**src/rtl/ffea_pkg.sv**
```systemverilog
// Package for the first-fit extent allocator: sizes, codes and the cell control struct.
// No dependencies.
`timescale 1ns / 1ps
package ffea_pkg;
    localparam int TABLE_ENTRIES = 32;
    localparam int PAGE_BYTES    = 4096;
    localparam int ADDRESS_BITS  = 48;
    localparam int IDX_BITS      = $clog2(TABLE_ENTRIES);
    localparam int CNT_BITS      = 6;
    localparam int PAGE_BITS     = $clog2(PAGE_BYTES) + 1;

    localparam logic OP_ALLOC = 1'b0;
    localparam logic OP_ADD   = 1'b1;

    localparam logic [1:0] ST_OK      = 2'd0;
    localparam logic [1:0] ST_NO_FIT  = 2'd1;
    localparam logic [1:0] ST_FULL    = 2'd2;

    // Per-cell action codes
    localparam logic [2:0] ACT_HOLD   = 3'd0;
    localparam logic [2:0] ACT_LOAD   = 3'd1; // write base and size from bus
    localparam logic [2:0] ACT_SIZE   = 3'd2; // write size only
    localparam logic [2:0] ACT_LEFT   = 3'd3; // take entry from right neighbor
    localparam logic [2:0] ACT_RIGHT  = 3'd4; // take entry from left neighbor

    typedef logic [ADDRESS_BITS-1:0] addr_t;

    typedef struct packed {
        logic [2:0] act;
    } cell_ctl_t;
endpackage

```
**src/rtl/ffea_cell.sv**
```systemverilog
// One table cell: holds one extent and shifts to or from its neighbors.
// Depends on ffea_pkg.
`timescale 1ns / 1ps
module ffea_cell (
    input  logic                clk,
    input  ffea_pkg::cell_ctl_t ctl,
    input  ffea_pkg::addr_t     bus_base,
    input  ffea_pkg::addr_t     bus_size,
    input  ffea_pkg::addr_t     left_base,
    input  ffea_pkg::addr_t     left_size,
    input  ffea_pkg::addr_t     right_base,
    input  ffea_pkg::addr_t     right_size,
    output ffea_pkg::addr_t     base,
    output ffea_pkg::addr_t     size
);
    import ffea_pkg::*;
    addr_t base_reg, size_reg, base_next, size_next;

    // next entry by action
    always_comb
    begin
        base_next = base_reg;
        size_next = size_reg;
        case (ctl.act)
            ACT_LOAD:
            begin
                base_next = bus_base;
                size_next = bus_size;
            end
            ACT_SIZE:  size_next = bus_size;
            ACT_LEFT:
            begin
                base_next = right_base;
                size_next = right_size;
            end
            ACT_RIGHT:
            begin
                base_next = left_base;
                size_next = left_size;
            end
            default: ;
        endcase
    end

    always_ff @(posedge clk)
    begin
        base_reg <= base_next;
        size_reg <= size_next;
    end

    assign base = base_reg;
    assign size = size_reg;
endmodule

```
**config.mk**
```make
export PLATFORM = sky130hd
export DESIGN_NAME = ffea_cell
export DESIGN_NICKNAME = d
export VERILOG_FILES = /design/src/rtl/ffea_pkg.sv /design/src/rtl/ffea_cell.sv
export SDC_FILE = /design/constraint.sdc
export NUM_CORES = 1
export LEC_CHECK = 0
export BUFFER_PORTS_ARGS = -buffer_cell sky130_fd_sc_hd__buf_2
export CAP_MARGIN = 40
export CORE_AREA = 2 2 151 153
export CTS_BUF_LIST = sky130_fd_sc_hd__clkbuf_2 sky130_fd_sc_hd__clkbuf_4 sky130_fd_sc_hd__clkbuf_8
export DETAILED_ROUTE_END_ITERATION = 8
export DIE_AREA = 0 0 153 155
export PLACE_DENSITY_LB_ADDON = 0.1
export SYNTH_ARGS = -nofsm -noshare
export SYNTH_HDL_FRONTEND = slang
export SYNTH_SLANG_ARGS = --single-unit
export TNS_END_PERCENT = 100
```
**constraint.sdc**
```tcl
create_clock -name clk -period 3.3 [get_ports clk]
set_input_delay 0.165 -clock clk [delete_from_list [all_inputs] [get_ports clk]]
set_output_delay 0.165 -clock clk [all_outputs]
set_load 0.01 [all_outputs]
```
==> flow_metrics.tcl <==
set metrics [dict create \
    status "finished, final reports clean" \
    nets 1381 \
    post-route-drc-count 0 \
    synth_xor_area_frac 0.00119 \
    report.power.total_mw 3.59 \
    synth_edf_count 96 \
    fin_tns_setup_ps 0 \
    yosys_most_used_dff "edfxtp_1" \
    power_density_mw_per_mm2 375 \
    crit_chain "buf_6 -> buf_4 -> and3b_1 -> o21ai_0 -> o21ai_1" \
    place.gp.congestion 0.791 \
    place_inst 1363 \
    dieArea_sq_mm 0.0237 \
    cp_data_required_time_ps 3440 \
    cp_slowest_cell "buf_4" \
    area_growth_pct 29.9 \
    synthTopCellsByCount "185 x o21ai_1, 96 x a21oi_1, 96 x and2_1, 96 x and3b_1, 96 x edfxtp_1" \
    fin_cells 1384 \
    slew_violations 0 \
    core-area_sq_mm 0.0222 \
    antenna_found_initial 4 \
    finalInstanceArea_sq_mm 0.00956 \
    cts_resized 0 \
    grt_max_degree 119 \
    crit_fanout 118 \
    synth-compound-area-share 0.327 \
    setup_viol 0 \
    drt_pass1_iterations 5 \
    post_cts.repair.setup_buffers 0 \
    hold_viol 0 \
    yosysMostFrequentCell "o21ai_1" \
    synth_area_sq_mm 0.00736 \
    initial_core_util 0.331 \
    path_class "primary input to flip-flop" \
    maxCapViolations 0 \
    ys_seq_elements 96 \
    grt_pass1_vias 7012 \
    via_count 7437 \
    drive_gt1_frac 0.402 \
    path_clk_slew_ps 110 \
    ios 388 \
    worstPathArrival_ps 2050 \
    synth.top_cell.area_share 0.392 \
    synthAdderAreaFrac 0 \
    cp-end-kind "flip-flop" \
    vias_per_cell 5.37 \
    finalCriticalPeriod_ps 1910 \
    cts_tree "done" \
    io_buffers 387 \
    synth-simple-area-share 0.200 \
    yosys_warnings 0 \
    synth_top_family_by_area "compound AO/OA/AOI/OAI gates" \
    synth.yosys.seq_area_share 0.392 \
    synthArstFlopShare 0 \
    yosysUniqueCellTypes 19 \
    h-tree-depth 3 \
    track_usage 0.216 \
    leakage_nw 4.23 \
    die_w_um 153 \
    fin_util 0.430 \
    synth.area.mux_share 0.00153 \
    fillers 2254 \
    grt_pass1_wl_mm 40.5 \
    tightest_slew_ps 846 \
    clockBufferDepth 2 \
    fmax_ghz 0.523 \
    cts_root_buf "clkbuf_8" \
    die_h_um 155 \
    antenna_left 0 \
    multi_input_area_sq_mm 0.00392 \
    cts_buffers 9 \
    hold_buffers 0 \
    dr.first_iter.drc_count 505 \
    cp_slowest_stage_delay_ps 750 \
    rsz0062_at_grt "no" \
    slew_headroom 0.436 \
    period_share 0.580 \
    seq_area_sq_mm 0.00288 \
    wl_mm 26.5 \
    avgSynthCellArea_sq_um 9.53 \
    vdd_ir_drop_max_v 0.000162 \
    post_dp_cell_area_sq_mm 0.00932 \
    clock_sinks 96 \
    worst_setup_path_start_kind "primary input" \
    routedWlPerCell_um 19.2 \
    grt_overflow 0 \
    hold_path_class "primary input to flip-flop" \
    fp-row-count 55 \
    dp_hpwl_mm 17.8 \
    yosys-top-cells-area "edfxtp_1 39%, o21ai_1 13%, and3b_1 11%" \
    synth.net_count 1064 \
    syn_inst 772 \
    synth_largest_area_cell "edfxtp_1" \
]
## where the power goes
part           switching, mW  leakage [nW]  internal, mW
logic                  0.586          3.18         0.454
clock network          0.457         0.114         0.498
registers             0.0417         0.936          1.55
## through the flow
stage / setup WS (ps) / hold WS, ps
CTS: 1420 / 95.6
floorplan: 791 / 408
finish: 1390 / 121
detailed placement: 982 / 524
global placement: 1010 / 517
global route: 1150 / 117
## layout make-up
class	count	area share
antenna	5	0.00131
clock inverter	7	0.0115
clock buffer	9	0.0130
timing repair buffer	401	0.225
tap	285	0.0373
multi-input combinational	580	0.410
sequential	96	0.301
inverter	1	0.000523
## critical path: cells and delay by family
family / cells / cell delay [ps]
buffers and inverters: 2 / 1250
AND/OR/NAND/NOR: 1 / 260
AO/OA/AOI/OAI: 2 / 260
## logic make-up (layout without fill, tap and decap cells)
kind of cell,count (synthesis),count (layout)
DFF,96,96
buffers and inverters,96,418
muxes,1,1
xor gates and xnor gates,1,1
AOI/OAI and AO/OA,384,384
and+or+nand+nor,194,194
other,0,5
## final timing paths
kind                     startpoint       end  slack, ps  cells after the start
worst min-delay path  left_base[14]  base[14]        120                      3
worst max-delay path         ctl[2]  base[26]       1390                      5
## layout by cell type (no fill, tap or decap)
cell type / Yosys / layout
buf_4: 5 / 9
buf_6: 20 / 2
diode_2: 0 / 5
mux2_2: 1 / 1
o21ai_0: 7 / 7
nor2_8: 1 / 1
and2_1: 96 / 96
buf_2: 36 / 384
nand2_4: 1 / 1
o21ai_1: 185 / 185
clkbuf_8: 0 / 9
a21oi_1: 96 / 96
bufinv_16: 0 / 3
clkinvlp_4: 0 / 1
buf_16: 0 / 3
clkinv_1: 0 / 2
clkinv_2: 0 / 2
xnor2_4: 0 / 1
edfxtp_1: 96 / 96
a221oi_2: 20 / 20
a221oi_1: 76 / 76
and3b_1: 96 / 96
buf_12: 0 / 3
## routing by layer
metal,share of wire,vias to the layer above,track usage
li1,-,3645,-
met1,0.41,3447,0.276
met2,0.49,316,0.358
met3,0.085,29,0.0543
met4,0.021,0,0.0758
met5,0,-,0
(Power assumes the default switching activity.)
